### config.mk
export PLATFORM = sky130hd
export DESIGN_NAME = pnat_sum
export DESIGN_NICKNAME = d
export VERILOG_FILES = /design/src/rtl/assert_macros.svh /design/src/rtl/pnat_pkg.sv /design/src/rtl/pnat_sum.sv
export SDC_FILE = /design/constraint.sdc
export NUM_CORES = 1
export LEC_CHECK = 0
export BUFFER_PORTS_ARGS = -buffer_cell sky130_fd_sc_hd__buf_4
export CAP_MARGIN = 20
export CORE_AREA = 2 2 376 378
export CTS_CLUSTER_DIAMETER = 30
export DETAILED_ROUTE_END_ITERATION = 6
export DIE_AREA = 0 0 378 380
export PLACE_DENSITY = 0.44
export RECOVER_POWER = 50
export SETUP_SLACK_MARGIN = 0.1
export SYNTH_ARGS = -nofsm -noshare
export SYNTH_HDL_FRONTEND = slang
export SYNTH_SLANG_ARGS = --single-unit
export TNS_END_PERCENT = 50
### constraint.sdc
create_clock -name clk_i -period 5.83 [get_ports clk_i]
set_input_delay 1.166 -clock clk_i [delete_from_list [all_inputs] [get_ports clk_i]]
set_output_delay 1.166 -clock clk_i [all_outputs]
set_load 0.02 [all_outputs]
### src/rtl/assert_macros.svh
// assertion macros shared by the rtl that checks itself
`ifndef ASSERT_MACROS_SVH
`define ASSERT_MACROS_SVH

// clocked assertion with explicit clock and active-low reset
`define ASSERT_CLK(lbl, clk, rstn, prop, msg) \
  lbl: assert property (@(posedge clk) disable iff (!rstn) (prop)) else $error(msg);

// clocked assertion on the usual clk_i and rst_ni
`define ASSERT_STD(lbl, prop, msg) \
  `ASSERT_CLK(lbl, clk_i, rst_ni, prop, msg)

`endif

### src/rtl/pnat_pkg.sv
// types and constants of the point and normal affine transform
package pnat_pkg;

  localparam int POS_W       = 32;
  localparam int NRM_W       = 16;
  localparam int COEF_W      = 16;
  localparam int ROW_W       = 3 * COEF_W;
  localparam int ROUND_SHIFT = 14;
  localparam int ROUND_HALF  = 8192;
  localparam int PPROD_W     = POS_W + COEF_W;        // 16 x 32 product
  localparam int NPROD_W     = NRM_W + COEF_W;        // 16 x 16 product
  localparam int PSUM_W      = PPROD_W + 2;           // three products plus half
  localparam int NSUM_W      = NPROD_W + 2;
  localparam int PTR_W       = PSUM_W - ROUND_SHIFT + 1; // rounded plus translation
  localparam int NTR_W       = NSUM_W - ROUND_SHIFT;
  localparam int CFG_IDX_W   = 3;

  // register indexes of the configuration port
  typedef enum logic [CFG_IDX_W-1:0] {
    REG_ROT_ROW0 = 3'd0,
    REG_ROT_ROW1 = 3'd1,
    REG_ROT_ROW2 = 3'd2,
    REG_TRANS_X  = 3'd3,
    REG_TRANS_Y  = 3'd4,
    REG_TRANS_Z  = 3'd5
  } pnat_reg_e;

  // rotation matrix, [row][column], column 0 in the low bits of a row
  typedef logic [2:0][2:0][COEF_W-1:0] pnat_rot_t;
  typedef logic [2:0][POS_W-1:0]       pnat_trans_t;

  localparam logic [COEF_W-1:0] ONE_Q14  = 16'h4000;
  localparam logic [COEF_W-1:0] ZERO_Q14 = 16'h0000;

  localparam pnat_rot_t ROT_RESET = '{
    '{ONE_Q14,  ZERO_Q14, ZERO_Q14},
    '{ZERO_Q14, ONE_Q14,  ZERO_Q14},
    '{ZERO_Q14, ZERO_Q14, ONE_Q14}
  };

  typedef struct packed {
    logic signed [POS_W-1:0] pos_x;
    logic signed [POS_W-1:0] pos_y;
    logic signed [POS_W-1:0] pos_z;
    logic signed [NRM_W-1:0] nrm_x;
    logic signed [NRM_W-1:0] nrm_y;
    logic signed [NRM_W-1:0] nrm_z;
  } pnat_in_t;

  typedef struct packed {
    logic signed [POS_W-1:0] out_pos_x;
    logic signed [POS_W-1:0] out_pos_y;
    logic signed [POS_W-1:0] out_pos_z;
    logic signed [NRM_W-1:0] out_nrm_x;
    logic signed [NRM_W-1:0] out_nrm_y;
    logic signed [NRM_W-1:0] out_nrm_z;
  } pnat_out_t;

  // products, [row][column]
  typedef struct packed {
    logic [2:0][2:0][PPROD_W-1:0] pos;
    logic [2:0][2:0][NPROD_W-1:0] nrm;
  } pnat_prod_t;

  // row sums with the rounding half already added
  typedef struct packed {
    logic [2:0][PSUM_W-1:0] pos;
    logic [2:0][NSUM_W-1:0] nrm;
  } pnat_sum_t;

endpackage

### src/rtl/pnat_sum.sv
// second stage: row sums plus the rounding half
module pnat_sum import pnat_pkg::*; (
  input  logic       clk_i,
  input  logic       en_i,
  input  pnat_prod_t prod_i,
  output pnat_sum_t  sum_o
);

  pnat_sum_t sum_d, sum_q;

  // three products and half an lsb of the result
  always_comb begin
    for (int r = 0; r < 3; r++) begin
      sum_d.pos[r] = PSUM_W'($signed(prod_i.pos[r][0])) + PSUM_W'($signed(prod_i.pos[r][1]))
                   + PSUM_W'($signed(prod_i.pos[r][2])) + PSUM_W'(ROUND_HALF);
      sum_d.nrm[r] = NSUM_W'($signed(prod_i.nrm[r][0])) + NSUM_W'($signed(prod_i.nrm[r][1]))
                   + NSUM_W'($signed(prod_i.nrm[r][2])) + NSUM_W'(ROUND_HALF);
    end
  end

  always_ff @(posedge clk_i) begin
    if (en_i) begin
      sum_q <= sum_d;
    end
  end

  assign sum_o = sum_q;

endmodule

==> flow_summary.json <==
{
  "synth_top_area_frac": 0.261,
  "ys_types": 78,
  "tns_ns": 0,
  "worstSetupStartpointType": "input pin",
  "post-route-period-util": 0.892,
  "p_leak_uw": 0.0208,
  "crit_path_end_kind": "flop",
  "failed_checks": "max-capacitance violations, max-slew violations",
  "hold_violations": 0,
  "drc": 0,
  "period_needed_ns": 5.20,
  "min_path_type": "in2reg",
  "wl_per_cell_um": 19.3,
  "cts_setup_buffers": 0,
  "die_x_um": 378,
  "fmax_mhz": 192,
  "ys_seq_area_frac": 0.261,
  "required_ns": 6.25,
  "synth_nets": 4322,
  "htree_levels": 3,
  "ctsHoldBuffers": 0,
  "grt_pass1_wl_mm": 164,
  "path_max_fanout": 3,
  "drt-initial-drc-count": 1133,
  "antenna_found_initial": 3,
  "yosysTopAreaCell": "edfxtp_1",
  "grt_usage": 0.155,
  "ant_nets": 0,
  "final_layout_size_suffix_gt1_frac": 0.268,
  "nets": 5384,
  "port_buffers": 973,
  "dp.final_hpwl_mm": 99.7,
  "synth_flop_cell": "edfxtp_1",
  "dr.pass1.iters": 7,
  "fp.dieArea_um2": 144000,
  "maxCapViolCount": 3,
  "synth_warnings": 0,
  "avgViaCountPerCell": 4.15,
  "place.gp.congestion": 0.922,
  "synth_edf_count": 252,
  "cts_resized": 0,
  "rsz0062_at_grt": "false",
  "num-fill-cells": 14893,
  "num_io_pins": 974,
  "postRouteWirelength_mm": 114,
  "largest_reg_flops": 252,
  "row_count": 137,
  "synthCells": 2880,
  "synth_area_leaders": "edfxtp_1 26%, ha_1 20%, fa_1 17%",
  "hold_depth": 3,
  "fp.dieH_um": 380,
  "vias": 24533,
  "multi_input_area_um2": 19100,
  "async_flop_share": 0,
  "path_clk_slew_ns": 0.04,
  "setup_viol": 0,
  "grt-ovfl-total": 0,
  "grt_pass1_vias": 26229,
  "drv_slew": 257,
  "fin_area_um2": 41600,
  "cts_tree": "done",
  "ir_drop_v": 0.000203,
  "seq_area_um2": 7570,
  "path_class": "in2reg",
  "avgSynthCellArea_um2": 10.1,
  "core_um2": 139000,
  "cts-root-buf": "clkbuf_16",
  "initial_core_util": 0.208,
  "power_density_nw_per_um2": 390,
  "ys_ff_latch": 252,
  "maxSlewHeadroom": -0.739,
  "syn_area_um2": 29000,
  "grt_max_degree": 90,
  "cts.sinks": 252,
  "status": "finished with violations",
  "cts-buffers-inserted": 99,
  "cts_buffer_depth": 3,
  "worst_pin_slew_ns": 2.61,
  "place_area_um2": 38700,
  "syn_to_final_growth_pct": 43.4,
  "cp.arrival_ns": 5.62
}
path summary, 6_finish.rpt:
kind	endpoint	startpoint	slack, ns
worst min-delay path	sum_o[103]$_DFFE_PP_	prod_i[385]	0.94
worst max-delay path	sum_o[146]$_DFFE_PP_	prod_i[290]	0.63
kinds of logic after synthesis:
logic type	after synthesis	share of synthesized area
compound gates	663	0.151
xor+xnor	219	0.0662
flops	252	0.261
buf+inv	626	0.0815
simple gates	400	0.0663
fa+ha+maj	720	0.375
where the power goes:
part	internal [uW]	switching [uW]
Combinational	3090	4700
Sequential	3000	226
Clock	3670	1520
Total	9760	6450
synth_stat cells, types with 3 or more instances:
cell type    n
a211o_1      5
a211oi_1    25
a211oi_2     4
a21boi_0     3
a21o_1     128
a21oi_1    213
a21oi_2      6
a221o_1      4
a221oi_2     4
a311oi_1     3
a31o_2       6
a31oi_1     16
a41oi_1      4
and2_1      11
and3_1      20
and4_1       3
clkbuf_1    32
edfxtp_1   252
fa_1       246
ha_1       474
inv_1      588
nand2_1    113
nand2b_1    16
nand3_1     41
nand4_1     34
nor2_1     101
nor2b_1     19
nor3_1      21
nor4_1       3
o2111ai_1    3
o211ai_1    10
o21a_1      26
o21ai_0    103
o21ai_1     10
o21ai_2      4
o21bai_1    41
o31a_1       6
o31ai_1     10
or2_2        4
or3_1        5
xnor2_1    144
xor2_1      75
routing by layer:
| metal | vias to the layer above | global-route usage | wire length [um] |
|---|---|---|---|
| li1 | 12027 | - | - |
| met5 | - | 0 | 0 |
| met1 | 11573 | 0.188 | 48100 |
| met4 | 0 | 0.0559 | 3590 |
| met2 | 796 | 0.263 | 54600 |
| met3 | 137 | 0.0390 | 7940 |
critical path: stages:
cell and delay [ns]:
clkbuf_1 0.26, inv_1 0.11, fa_1 0.54, inv_1 0.04, ha_1 0.26, ha_1 0.26
fa_1 0.48, a21o_1 0.18, a21oi_1 0.28, o21ai_0 0.24, a2111oi_2 0.60, o31ai_1 0.15
a21o_1 0.18, a21oi_1 0.27, o21a_1 0.23, o21ai_0 0.10, a21oi_1 0.18, xnor2_1 0.08
layout make-up:
| class | instances | share of cell area |
|---|---|---|
| Tap cell | 1876 | 0.0565 |
| Clock buffer | 111 | 0.0617 |
| Timing Repair Buffer | 998 | 0.170 |
| Antenna cell | 2 | 0.000120 |
| Sequential cell | 252 | 0.182 |
| Inverter | 589 | 0.0532 |
| Multi-Input combinational cell | 2002 | 0.459 |
| Clock inverter | 75 | 0.0179 |
stage by stage:
stage	utilization	worst slack, ns	hold slack (ns)	power (uW)	instances
CTS	0.302	0.894	0.845	16800	5903
floorplan	-	0.924	1.28	7910	2880
global placement	0.278	0.176	1.60	11400	5717
detailed placement	0.278	0.118	1.60	11400	5717
global route	0.299	0.353	0.894	17300	5904
finish	0.299	0.629	0.942	16200	5905
cell usage in the layout, fill, tap and decap left out, types with 26 or more instances in the layout:
cell type	count
o21a_1	26
ha_1	474
o21bai_1	41
a21o_1	128
edfxtp_1	252
o21ai_0	103
a21oi_1	213
fa_1	246
xor2_1	75
nand3_1	41
xnor2_1	144
buf_4	872
clkbuf_16	101
nand2_1	113
clkbuf_1	123
nor2_1	101
inv_1	588
nand4_1	34
clkinv_2	26
clkinv_1	29
Power figures use the tool's default switching activity.
