[src/rtl/assert_macros.svh]
// assertion macros shared by the rtl that checks itself
`ifndef ASSERT_MACROS_SVH
`define ASSERT_MACROS_SVH

// clocked assertion with explicit clock and active-low reset
`define ASSERT_CLK(lbl, clk, rstn, prop, msg) \
  lbl: assert property (@(posedge clk) disable iff (!rstn) (prop)) else $error(msg);

// clocked assertion on the usual clk_i and rst_ni
`define ASSERT_STD(lbl, prop, msg) \
  `ASSERT_CLK(lbl, clk_i, rst_ni, prop, msg)

`endif

[src/rtl/pnat_pkg.sv]
// types and constants of the point and normal affine transform
package pnat_pkg;

  localparam int POS_W       = 32;
  localparam int NRM_W       = 16;
  localparam int COEF_W      = 16;
  localparam int ROW_W       = 3 * COEF_W;
  localparam int ROUND_SHIFT = 14;
  localparam int ROUND_HALF  = 8192;
  localparam int PPROD_W     = POS_W + COEF_W;        // 16 x 32 product
  localparam int NPROD_W     = NRM_W + COEF_W;        // 16 x 16 product
  localparam int PSUM_W      = PPROD_W + 2;           // three products plus half
  localparam int NSUM_W      = NPROD_W + 2;
  localparam int PTR_W       = PSUM_W - ROUND_SHIFT + 1; // rounded plus translation
  localparam int NTR_W       = NSUM_W - ROUND_SHIFT;
  localparam int CFG_IDX_W   = 3;

  // register indexes of the configuration port
  typedef enum logic [CFG_IDX_W-1:0] {
    REG_ROT_ROW0 = 3'd0,
    REG_ROT_ROW1 = 3'd1,
    REG_ROT_ROW2 = 3'd2,
    REG_TRANS_X  = 3'd3,
    REG_TRANS_Y  = 3'd4,
    REG_TRANS_Z  = 3'd5
  } pnat_reg_e;

  // rotation matrix, [row][column], column 0 in the low bits of a row
  typedef logic [2:0][2:0][COEF_W-1:0] pnat_rot_t;
  typedef logic [2:0][POS_W-1:0]       pnat_trans_t;

  localparam logic [COEF_W-1:0] ONE_Q14  = 16'h4000;
  localparam logic [COEF_W-1:0] ZERO_Q14 = 16'h0000;

  localparam pnat_rot_t ROT_RESET = '{
    '{ONE_Q14,  ZERO_Q14, ZERO_Q14},
    '{ZERO_Q14, ONE_Q14,  ZERO_Q14},
    '{ZERO_Q14, ZERO_Q14, ONE_Q14}
  };

  typedef struct packed {
    logic signed [POS_W-1:0] pos_x;
    logic signed [POS_W-1:0] pos_y;
    logic signed [POS_W-1:0] pos_z;
    logic signed [NRM_W-1:0] nrm_x;
    logic signed [NRM_W-1:0] nrm_y;
    logic signed [NRM_W-1:0] nrm_z;
  } pnat_in_t;

  typedef struct packed {
    logic signed [POS_W-1:0] out_pos_x;
    logic signed [POS_W-1:0] out_pos_y;
    logic signed [POS_W-1:0] out_pos_z;
    logic signed [NRM_W-1:0] out_nrm_x;
    logic signed [NRM_W-1:0] out_nrm_y;
    logic signed [NRM_W-1:0] out_nrm_z;
  } pnat_out_t;

  // products, [row][column]
  typedef struct packed {
    logic [2:0][2:0][PPROD_W-1:0] pos;
    logic [2:0][2:0][NPROD_W-1:0] nrm;
  } pnat_prod_t;

  // row sums with the rounding half already added
  typedef struct packed {
    logic [2:0][PSUM_W-1:0] pos;
    logic [2:0][NSUM_W-1:0] nrm;
  } pnat_sum_t;

endpackage

[src/rtl/pnat_sat.sv]
// third stage: floor shift, translation and saturation
module pnat_sat import pnat_pkg::*; (
  input  logic        clk_i,
  input  logic        en_i,
  input  pnat_trans_t trans_i,
  input  pnat_sum_t   sum_i,
  output pnat_out_t   item_o
);

  logic [2:0][PTR_W-1:0] pos_t;
  logic [2:0][NTR_W-1:0] nrm_t;
  logic [2:0][POS_W-1:0] pos_s;
  logic [2:0][NRM_W-1:0] nrm_s;
  pnat_out_t             item_d, item_q;

  // drop the fraction bits, add translation to positions
  always_comb begin
    for (int r = 0; r < 3; r++) begin
      pos_t[r] = PTR_W'($signed(sum_i.pos[r][PSUM_W-1:ROUND_SHIFT]))
               + PTR_W'($signed(trans_i[r]));
      nrm_t[r] = sum_i.nrm[r][NSUM_W-1:ROUND_SHIFT];
    end
  end

  // clamp when the bits above the field do not all match its sign
  always_comb begin
    for (int r = 0; r < 3; r++) begin
      if ((&pos_t[r][PTR_W-1:POS_W-1]) || !(|pos_t[r][PTR_W-1:POS_W-1])) begin
        pos_s[r] = pos_t[r][POS_W-1:0];
      end else begin
        pos_s[r] = pos_t[r][PTR_W-1] ? {1'b1, {(POS_W-1){1'b0}}} : {1'b0, {(POS_W-1){1'b1}}};
      end
      if ((&nrm_t[r][NTR_W-1:NRM_W-1]) || !(|nrm_t[r][NTR_W-1:NRM_W-1])) begin
        nrm_s[r] = nrm_t[r][NRM_W-1:0];
      end else begin
        nrm_s[r] = nrm_t[r][NTR_W-1] ? {1'b1, {(NRM_W-1){1'b0}}} : {1'b0, {(NRM_W-1){1'b1}}};
      end
    end
  end

  always_comb begin
    item_d.out_pos_x = pos_s[0];
    item_d.out_pos_y = pos_s[1];
    item_d.out_pos_z = pos_s[2];
    item_d.out_nrm_x = nrm_s[0];
    item_d.out_nrm_y = nrm_s[1];
    item_d.out_nrm_z = nrm_s[2];
  end

  always_ff @(posedge clk_i) begin
    if (en_i) begin
      item_q <= item_d;
    end
  end

  assign item_o = item_q;

endmodule

[config.mk]
export PLATFORM = sky130hd
export DESIGN_NAME = pnat_sat
export DESIGN_NICKNAME = d
export VERILOG_FILES = /design/src/rtl/assert_macros.svh /design/src/rtl/pnat_pkg.sv /design/src/rtl/pnat_sat.sv
export SDC_FILE = /design/constraint.sdc
export NUM_CORES = 1
export LEC_CHECK = 0
export ABC_CLOCK_PERIOD_IN_PS = 3950
export BUFFER_PORTS_ARGS = -buffer_cell sky130_fd_sc_hd__buf_4
export CAP_MARGIN = 20
export CORE_AREA = 3 3 190 192
export CTS_CLUSTER_SIZE = 16
export DETAILED_ROUTE_END_ITERATION = 8
export DIE_AREA = 0 0 193 195
export RECOVER_POWER = 100
export SYNTH_ARGS = -nofsm -noshare
export SYNTH_HDL_FRONTEND = slang
export SYNTH_SLANG_ARGS = --single-unit
export TNS_END_PERCENT = 100
[constraint.sdc]
create_clock -name clk_i -period 3.95 [get_ports clk_i]
set_input_delay 0.1975 -clock clk_i [delete_from_list [all_inputs] [get_ports clk_i]]
set_output_delay 0.1975 -clock clk_i [all_outputs]
set_load 0.05 [all_outputs]
==> results of run 1 <==
==> worst max path at each step <==
| stage | from | endpoint | slack, ns |
|---|---|---|---|
| floorplan | trans_i[0] | item_o[112] | 0.96 |
| global placement | trans_i[0] | item_o[113] | 0.23 |
| detailed placement | trans_i[0] | item_o[113] | 0.21 |
| CTS | trans_i[0] | item_o[122] | 0.69 |
| global route | trans_i[35] | item_o[108] | 0.24 |
| finish | trans_i[0] | item_o[142] | 0.47 |
==> per-layer routing <==
metal / up-vias / routed length, µm / global-route usage [%]
met5: - / 0 / 0
met3: 39 / 3160 / 5.21
met4: 0 / 839 / 6.59
met1: 5512 / 16800 / 24.7
met2: 412 / 20500 / 37.3
li1: 5787 / - / -
==> kinds of logic after synthesis <==
kind of cell             synth area share [%]
XOR/XNOR                                 6.31
buffers and inverters                    3.82
AO/OA/AOI/OAI                            28.5
multiplexers                            0.512
AND/OR/NAND/NOR                          13.9
flip-flops                               35.4
adder cells (fa/ha/maj)                  11.5
==> report_power, final <==
group / leakage [nW] / internal, mW / switching, mW
registers: 1.41 / 1.98 / 0.0674
clock network: 0.262 / 0.821 / 0.733
logic: 5.02 / 0.863 / 1.89
==> cell usage after synthesis, drive strengths merged, types with 3 or more instances <==
cell type  number  area [µm²]
a21o           87         653
o21bai         14         105
clkbuf         32         123
and2           15        93.8
ha            108        1350
xnor2          43         377
nor2b          15        93.8
a221oi          3        43.8
and4            7        62.6
or3             5        31.3
fa              3        60.1
nand2          99         372
o31a            3        26.3
o21ai         123         623
edfxtp        144        4320
o2111a          4        45.0
nand3          28         140
o2111ai         3        26.3
nor2           70         263
or2             9        58.8
inv            42         158
o21a           10        75.1
nor3           27         145
a21boi          4        41.3
nor4            8        50.1
a31o            7        61.3
o41ai           6        86.3
o31ai           7        76.3
o211ai         18         145
a311o           3        30.0
mux2i           4        40.0
nand4          17         119
a21oi         162         927
nand2b         15        93.8
or4             5        41.3
a211oi         19         163
a31oi           9        71.3
xor2           45         394
and3           10        62.6
o22ai           4        31.3
buf            27         186
a41oi           6        60.1
==> metrics by stage <==
step                instances  setup slack, ns  util (%)  instance area, µm²  hold slack (ns)
global placement         2123            0.234      45.7               15800            0.405
finish                   2196            0.470      46.1               15900           0.0355
global route             2195            0.241      46.1               15900          0.00961
floorplan                1299            0.958         -               12200            0.310
CTS                      2191            0.685      48.3               16700         0.000561
detailed placement       2123            0.209      45.7               15800            0.408
==> worst max-delay path, delay by kind of cell <==
family	cells	cell delay [ns]
buf+inv	3	0.44
simple gates	2	0.42
compound gates	7	2.00
fa+ha+maj	2	0.59
==> area by class of cell <==
| cell class | instances | area, µm² | share of cell area, % |
|---|---|---|---|
| multi-input combinational | 1054 | 7290 | 45.7 |
| sequential | 144 | 4320 | 27.1 |
| timing repair buffer | 465 | 3040 | 19.1 |
| tap | 455 | 569 | 3.57 |
| clock buffer | 18 | 429 | 2.69 |
| inverter | 42 | 158 | 0.989 |
| clock inverter | 14 | 120 | 0.753 |
| antenna | 4 | 10.0 | 0.0628 |
==> timing repair <==
| action | in CTS | in global routing |
|---|---|---|
| setup buffers | 0 | 0 |
| hold endpoints to repair | 36 | 0 |
| hold buffers | 36 | 0 |
==> impl_results.rst, run 1 <==
.. list-table::
   :header-rows: 1

   * - Metric
     - Value
   * - Status
     - finished with violations
   * - Failing checks
     - max-capacitance violations, max-slew violations
   * - Max-Cap Viols
     - 2
   * - CTS root buffer
     - clkbuf_16
   * - Commonest non-fill, non-tap cell in the layout
     - buf_4
   * - Post-synthesis sequential area ratio
     - 35.4%
   * - Net total in the final layout
     - 2185
   * - Max-slew violation count
     - 147
   * - Reported leakage power
     - 6.70 nW
   * - Global-route usage over all layers
     - 21.0%
   * - Number of antenna violations at the first check in global routing
     - 3
   * - Number of hold violations in the final report
     - 0
   * - Total design power
     - 6.36 mW
   * - Min cycle time layout
     - 3.48 ns
   * - Area added between synthesis and finish
     - 30.4%
   * - Die Span Y
     - 195 µm
   * - Initial drt markers
     - 561
   * - Critical path cell sequence
     - clkbuf_4 > ha_1 > inv_1 > fa_1 > nand2b_1 > a21oi_1 > o21ai_0 > a311o_1 > a21oi_1 > o21ai_0 > and4_1 > o41ai_1 > buf_4 > a41oi_1
   * - Level count of the clock H-tree
     - 4
   * - Number of global-route vias before repair
     - 11700
   * - Largest net degree at the start of global routing
     - 88
   * - Half-perimeter wire length of the detailed placement result
     - 33000 µm
   * - Worst path required time
     - 4.13 ns
   * - Top FF cell, synth
     - edfxtp_1
   * - Yosys warnings
     - 0
   * - Peak clock frequency supported by timing
     - 287 MHz
   * - Worst min-delay path endpoint
     - item_o[42]
   * - Post-cts sizing count
     - 0
   * - Clock sink count
     - 144
   * - Post-synth EDFFs
     - 144
   * - Starting density of the core
     - 35.4%
   * - Hold Startpoint
     - sum_i[24]
   * - Critical Path Slowest Stage Cell
     - o41ai_1
   * - Synth unique cells
     - 89
   * - Maximum fanout encountered on the critical timing path
     - 6
   * - Clock tree from TritonCTS
     - done
   * - Cell Rows
     - 68
   * - Worst hold-check path type
     - in2reg
   * - Per-cell routed wire length
     - 18.8 µm
   * - Via Count
     - 11800
   * - Part of the cycle the worst path needs
     - 88.1%
   * - Flops & latches, synth
     - 144
   * - Syn Nets
     - 1760
   * - Element type at the critical path start
     - input pin
   * - Placer congestion estimate
     - 0.896
   * - Port Buffer Count
     - 409
   * - Fraction of final layout cells sized beyond drive strength 1
     - 20.0%
   * - Final setup violation count
     - 0
   * - Netlist Area Pre-Place
     - 0.0122 mm²
   * - Largest stage delay on the critical path
     - 0.70 ns
   * - Total Wirelength
     - 41300 µm
   * - Worst setup path class
     - in2reg
   * - Residual overflow from global routing
     - 0
   * - Async SR Flop Fraction
     - 0%
   * - Largest register FFs
     - 144
   * - Number of vias per cell
     - 5.35
   * - Worst slew margin
     - -60.4%
   * - I/O pin cnt
     - 494
   * - Die area
     - 0.0376 mm²
   * - Clock slew at reported path FFs
     - 0.07 ns
   * - First-pass GRT wire length
     - 62100 µm
   * - Max rail drop VDD
     - 0.294 mV
   * - Critical Path AT
     - 3.66 ns
   * - First-pass iteration count of the detailed router
     - 5
   * - Filler cell count in the final layout
     - 3522
   * - Std-Cell Core Area
     - 0.0345 mm²
   * - Hold Path Stages
     - 2
   * - Max Root-Sink Buffers
     - 2
   * - Clock buffer count from CTS
     - 17
   * - Cell count after synthesis
     - 1299
   * - Die extent in x
     - 193 µm
   * - Post-Syn Area per Cell
     - 9.41 µm²
   * - Crit path capture type
     - register
   * - Power density over the cells
     - 399 mW/mm²
   * - Highest-count cells in the layout ignoring fill and taps
     - buf_4, a21oi_1, clkbuf_1
   * - Final total negative setup slack
     - 0 ns
   * - Slew at the pin with the worst max-slew slack
     - 2.41 ns
   * - Count of unresolved DRC violations after routing
     - 0
   * - Unrepaired setup endpoints after global routing
     - no
   * - Residual antenna-violating net count after detailed routing
     - 0
(Power assumes the default switching activity.)
==> inputs of run 2 (changes only) <==
--- a/config.mk
+++ b/config.mk
@@ -5,7 +5,7 @@
 export SDC_FILE = /design/constraint.sdc
 export NUM_CORES = 1
 export LEC_CHECK = 0
-export ABC_CLOCK_PERIOD_IN_PS = 3950
+export ABC_CLOCK_PERIOD_IN_PS = 3600
 export BUFFER_PORTS_ARGS = -buffer_cell sky130_fd_sc_hd__buf_4
 export CAP_MARGIN = 20
 export CORE_AREA = 3 3 190 192
==> constraint.sdc (replaced) <==
create_clock -name clk_i -period 3.6 [get_ports clk_i]
set_input_delay 0.18 -clock clk_i [delete_from_list [all_inputs] [get_ports clk_i]]
set_output_delay 0.18 -clock clk_i [all_outputs]
set_load 0.05 [all_outputs]
==> impl_results.rst, run 2 (synthesized netlist as in run 1, its figures left out) <==
.. list-table::
   :header-rows: 1

   * - Metric
     - Value
   * - Residual overflow from global routing
     - 0
   * - Combinational fraction of design power
     - 42.4%
   * - Placer congestion estimate
     - 0.865
   * - Clock tree from TritonCTS
     - done
   * - Total Wirelength
     - 41600 µm
   * - Clock slew at reported path FFs
     - 0.06 ns
   * - Die extent in x
     - 193 µm
   * - Crit path capture type
     - register
   * - Fraction of final layout cells sized beyond drive strength 1
     - 20.7%
   * - Critical Path Slowest Stage Cell
     - o22ai_1
   * - CTS root buffer
     - clkbuf_16
   * - Level count of the clock H-tree
     - 4
   * - Number of cells after detailed placement
     - 2139
   * - Reported leakage power
     - 6.82 nW
   * - Final total negative setup slack
     - 0 ns
   * - Half-perimeter wire length of the detailed placement result
     - 33000 µm
   * - Final design area excluding fillers
     - 0.0161 mm²
   * - Largest net degree at the start of global routing
     - 78
   * - Critical Path AT
     - 3.50 ns
   * - Number of antenna violations at the first check in global routing
     - 3
   * - Cell Rows
     - 68
   * - Net switching share of the total power
     - 40.3%
   * - Placed cell areas
     - 0.0159 mm²
   * - First-pass GRT wire length
     - 62400 µm
   * - Element type at the critical path start
     - input pin
   * - Critical path cell sequence
     - buf_4 > ha_1 > inv_1 > fa_1 > nor2b_1 > o31a_1 > o41a_1 > a21boi_4 > o31ai_1 > a21oi_1 > o22ai_1 > buf_4 > nor2_1 > nor3_1
   * - First-pass iteration count of the detailed router
     - 5
   * - Switch Pwr
     - 2.92 mW
   * - Clock sink count
     - 144
   * - Max Root-Sink Buffers
     - 2
   * - Number of hold violations in the final report
     - 0
   * - Highest-count cells in the layout ignoring fill and taps
     - buf_4, a21oi_1, clkbuf_1
   * - Filler cell count in the final layout
     - 3490
   * - Worst path required time
     - 3.85 ns
   * - Sequential power share
     - 31.2%
   * - I/O pin cnt
     - 494
   * - Std-Cell Core Area
     - 0.0345 mm²
   * - Internal portion of total power
     - 4.32 mW
   * - Port Buffer Count
     - 409
   * - Fin Hold WS
     - 0.0333 ns
   * - Unrepaired setup endpoints after global routing
     - no
   * - Via Count
     - 11900
   * - Max rail drop VDD
     - 0.320 mV
   * - Area added between synthesis and finish
     - 32.1%
   * - Max-slew violation count
     - 78
   * - Max-Cap Viols
     - 1
   * - Part of the cycle the worst path needs
     - 90.3%
   * - Dominant delay contributor by cell family on the critical path
     - compound AO/OA/AOI/OAI gates
   * - Peak clock frequency supported by timing
     - 308 MHz
   * - Number of global-route vias before repair
     - 11700
   * - Dpl ws
     - 0.0237 ns
   * - Failing checks
     - max-capacitance violations, max-slew violations
   * - Largest stage delay on the critical path
     - 0.69 ns
   * - Worst slew margin
     - -46.0%
   * - Die Span Y
     - 195 µm
   * - Clock share of power
     - 26.4%
   * - Maximum fanout encountered on the critical timing path
     - 7
   * - Final setup violation count
     - 0
   * - Slew at the pin with the worst max-slew slack
     - 2.19 ns
   * - Die area
     - 0.0376 mm²
   * - Largest register FFs
     - 144
   * - Starting density of the core
     - 35.4%
   * - Net total in the final layout
     - 2198
   * - Initial drt markers
     - 706
   * - Number of vias per cell
     - 5.38
   * - Crit path setup slack, layout
     - 0.348 ns
   * - Total buffers and inverters traversed by the critical path
     - 3
   * - Count of unresolved DRC violations after routing
     - 0
   * - Worst setup path class
     - in2reg
   * - Min cycle time layout
     - 3.25 ns
   * - Per-cell routed wire length
     - 18.8 µm
   * - Final core utilization
     - 46.7%
   * - Total design power
     - 7.24 mW
   * - Global-route usage over all layers
     - 21.1%
   * - Worst hold-check path type
     - in2reg
   * - Commonest non-fill, non-tap cell in the layout
     - buf_4
   * - Status
     - finished with violations
   * - Clock buffer count from CTS
     - 17
   * - Power density over the cells
     - 448 mW/mm²
   * - Post-cts sizing count
     - 0
   * - Residual antenna-violating net count after detailed routing
     - 0
   * - Cell with the most instances on the worst path
     - buf_4
   * - Number of cells in the finished layout apart from fillers
     - 2206
==> run 2: cell types whose count changed in the layout (fill, tap and decap cells not counted), sizes merged, moves of 3 or more <==
cell,previous run,this run
inv,49,44
buf,270,289
clkinvlp,3,0
dlygate4sd3,36,33
bufinv,0,4
==> run 2: what timing repair did <==
item	CTS	global route
hold buffers	33	0
endpoints found under the hold margin	33	0
setup buffers	0	0
==> run 2: power groups by stage <==
stage / combinational [mW] / sequential [mW] / clock, mW
after floorplan: 1.38 / 3.12 / 0
after global placement: 3.30 / 2.29 / 0
after detailed placement: 3.32 / 2.29 / 0
after CTS: 3.37 / 2.26 / 1.97
after global routing: 3.32 / 2.28 / 2.04
final: 3.07 / 2.26 / 1.91
==> run 2: area by class of cell <==
type | instances | area [µm²] | share of cell area, %
inverter | 42 | 158 | 0.977
clock buffer | 19 | 433 | 2.68
tap | 455 | 569 | 3.53
antenna | 2 | 5.00 | 0.0310
clock inverter | 12 | 183 | 1.13
sequential | 144 | 4320 | 26.8
timing repair buffer | 478 | 3170 | 19.6
multi-input combinational | 1054 | 7300 | 45.2
==> run 2: final timing paths <==
kind              slack, ns  cells past startpoint         from    endpoint
hold / removal         0.03                      2    sum_i[59]  item_o[27]
setup / recovery       0.35                     14  trans_i[32]  item_o[88]
==> run 2: metal layers <==
layer	GRT usage [%]	up-vias	wire, µm
li1	-	5811	-
met1	25.6	5572	17200
met2	36.7	444	20400
met3	4.81	46	3110
met4	7.05	2	826
met5	0	-	20
==> inputs of run 3 (changes only) <==
--- a/config.mk
+++ b/config.mk
@@ -5,14 +5,18 @@
 export SDC_FILE = /design/constraint.sdc
 export NUM_CORES = 1
 export LEC_CHECK = 0
-export ABC_CLOCK_PERIOD_IN_PS = 3600
+export ABC_CLOCK_PERIOD_IN_PS = 3060
 export BUFFER_PORTS_ARGS = -buffer_cell sky130_fd_sc_hd__buf_4
 export CAP_MARGIN = 20
-export CORE_AREA = 3 3 190 192
+export CELL_PAD_IN_SITES_DETAIL_PLACEMENT = 2
+export CELL_PAD_IN_SITES_GLOBAL_PLACEMENT = 2
+export CORE_MARGIN = 3
+export CORE_UTILIZATION = 29
 export CTS_CLUSTER_SIZE = 16
 export DETAILED_ROUTE_END_ITERATION = 8
-export DIE_AREA = 0 0 193 195
+export PLACE_DENSITY_LB_ADDON = 0.1
 export RECOVER_POWER = 100
+export REMOVE_ABC_BUFFERS = 1
 export SYNTH_ARGS = -nofsm -noshare
 export SYNTH_HDL_FRONTEND = slang
 export SYNTH_SLANG_ARGS = --single-unit
==> constraint.sdc (replaced) <==
create_clock -name clk_i -period 3.06 [get_ports clk_i]
set_input_delay 0.153 -clock clk_i [delete_from_list [all_inputs] [get_ports clk_i]]
set_output_delay 0.153 -clock clk_i [all_outputs]
set_load 0.05 [all_outputs]
==> impl_results.rst, run 3 (synthesized netlist as in run 1, its figures left out) <==
.. list-table::
   :header-rows: 1

   * - Metric
     - Value
   * - Status
     - finished with violations
   * - Failing checks
     - max-capacitance violations, max-slew violations
   * - Slew at the pin with the worst max-slew slack
     - 1.59 ns
   * - Die Span Y
     - 211 µm
   * - Max-Cap Viols
     - 3
   * - CTS root buffer
     - clkbuf_16
   * - Count of unresolved DRC violations after routing
     - 0
   * - Worst hold-check path type
     - in2reg
   * - Number of cells after detailed placement
     - 2413
   * - Net total in the final layout
     - 2411
   * - Global-route usage over all layers
     - 24.8%
   * - Min cycle time layout
     - 2.94 ns
   * - Residual antenna-violating net count after detailed routing
     - 0
   * - Max rail drop VDD
     - 0.320 mV
   * - Part of the cycle the worst path needs
     - 96.1%
   * - Number of hold violations in the final report
     - 0
   * - Clock sink count
     - 144
   * - Cell Rows
     - 74
   * - Per-cell routed wire length
     - 22.9 µm
   * - Number of antenna violations at the first check in global routing
     - 3
   * - Port Buffer Count
     - 409
   * - Commonest non-fill, non-tap cell in the layout
     - buf_4
   * - Reported leakage power
     - 7.88 nW
   * - First-pass iteration count of the detailed router
     - 5
   * - Unrepaired setup endpoints after global routing
     - yes
   * - Total design power
     - 9.27 mW
   * - Max Root-Sink Buffers
     - 2
   * - Die area
     - 0.0446 mm²
   * - Power density over the cells
     - 515 mW/mm²
   * - Number of global-route vias before repair
     - 14400
   * - Fraction of final layout cells sized beyond drive strength 1
     - 29.9%
   * - Critical Path Slowest Stage Cell
     - o41ai_4
   * - Total Wirelength
     - 57100 µm
   * - Dpl ws
     - -0.389 ns
   * - Final setup violation count
     - 0
   * - Highest-count cells in the layout ignoring fill and taps
     - buf_4, clkbuf_1, a21oi_1
   * - Level count of the clock H-tree
     - 4
   * - Largest net degree at the start of global routing
     - 55
   * - Critical path cell sequence
     - buf_4 > ha_1 > buf_4 > a21o_1 > o2111a_1 > or3_1 > a221oi_4 > o311a_1 > nand3b_1 > xor2_1 > o41ai_4 > buf_12 > o21ai_0
   * - Max-slew violation count
     - 124
   * - Half-perimeter wire length of the detailed placement result
     - 44700 µm
   * - Critical Path AT
     - 3.15 ns
   * - Filler cell count in the final layout
     - 4686
   * - Cell with the most instances on the worst path
     - buf_4
   * - Number of cells in the finished layout apart from fillers
     - 2498
   * - Peak clock frequency supported by timing
     - 340 MHz
   * - Worst slew margin
     - -6.62%
   * - Highest signal layer in the routed design
     - met4
   * - Residual overflow from global routing
     - 0
   * - Die extent in x
     - 211 µm
   * - Number of vias per cell
     - 5.24
   * - Clock slew at reported path FFs
     - 0.07 ns
   * - Largest register FFs
     - 144
   * - Crit path setup slack, layout
     - 0.120 ns
   * - Worst setup path class
     - in2reg
   * - I/O pin cnt
     - 494
   * - Total buffers and inverters traversed by the critical path
     - 3
   * - Initial drt markers
     - 518
   * - Met3 routed wirelength
     - 2350 µm
   * - Maximum fanout encountered on the critical timing path
     - 23
   * - Crit path capture type
     - register
   * - Area added between synthesis and finish
     - 47.3%
   * - Starting density of the core
     - 29.7%
   * - First-pass GRT wire length
     - 85300 µm
   * - Met2 routed WL
     - 28800 µm
   * - Via Count
     - 13100
   * - Element type at the critical path start
     - input pin
   * - Clock tree from TritonCTS
     - done
   * - Clock buffer count from CTS
     - 17
   * - Worst path required time
     - 3.27 ns
   * - Placer congestion estimate
     - 0.877
   * - Largest stage delay on the critical path
     - 0.42 ns
   * - Std-Cell Core Area
     - 0.0412 mm²
   * - M1 WL
     - 24400 µm
   * - Dominant delay contributor by cell family on the critical path
     - compound AO/OA/AOI/OAI gates
==> run 3: stage by stage <==
step                TNS [ns]  utilization, %  instance area, µm²  hold WS (ns)
CTS                        0            45.2               18600       0.00668
floorplan             -73.41               -               11900         0.252
global placement      -22.35            42.5               17500         0.356
global route        -0.00650            43.7               18000       0.00107
finish                     0            43.7               18000        0.0108
detailed placement    -30.62            42.5               17500         0.360
==> run 3: layer usage <==
| metal | GRT usage, % | vias up |
|---|---|---|
| met5 | 0 | - |
| met4 | 8.73 | 0 |
| met3 | 4.21 | 70 |
| met2 | 44.3 | 315 |
| met1 | 30.2 | 6475 |
| li1 | - | 6229 |
==> run 3: layout make-up <==
type                            instances  area, µm²  area share (%)
Clock buffer                           17        425            2.36
Inverter                               42        158           0.876
Clock inverter                         15        201            1.12
Sequential cell                       144       4320            24.0
Multi-Input combinational cell       1054       7410            41.2
Antenna cell                            3       7.51          0.0417
Tap cell                              532        666            3.70
Timing Repair Buffer                  691       4810            26.7
==> run 3: path summary, 6_finish.rpt <==
kind | slack, ns | end | cells past startpoint | startpoint
hold / removal | 0.01 | item_o[38] | 2 | sum_i[20]
setup / recovery | 0.12 | item_o[48] | 13 | trans_i[64]
==> run 3: where the power goes <==
group	switching, mW	total (mW)	internal [mW]
Clock	1.03	2.34	1.31
Sequential	0.123	2.68	2.56
Combinational	2.76	4.25	1.49
==> run 3: timing repair <==
action,CTS,global route
resized for setup,0,5
setup endpoints to repair,0,58
buffers inserted,0,1
hold buffers,47,0
hold endpoints to repair,47,0
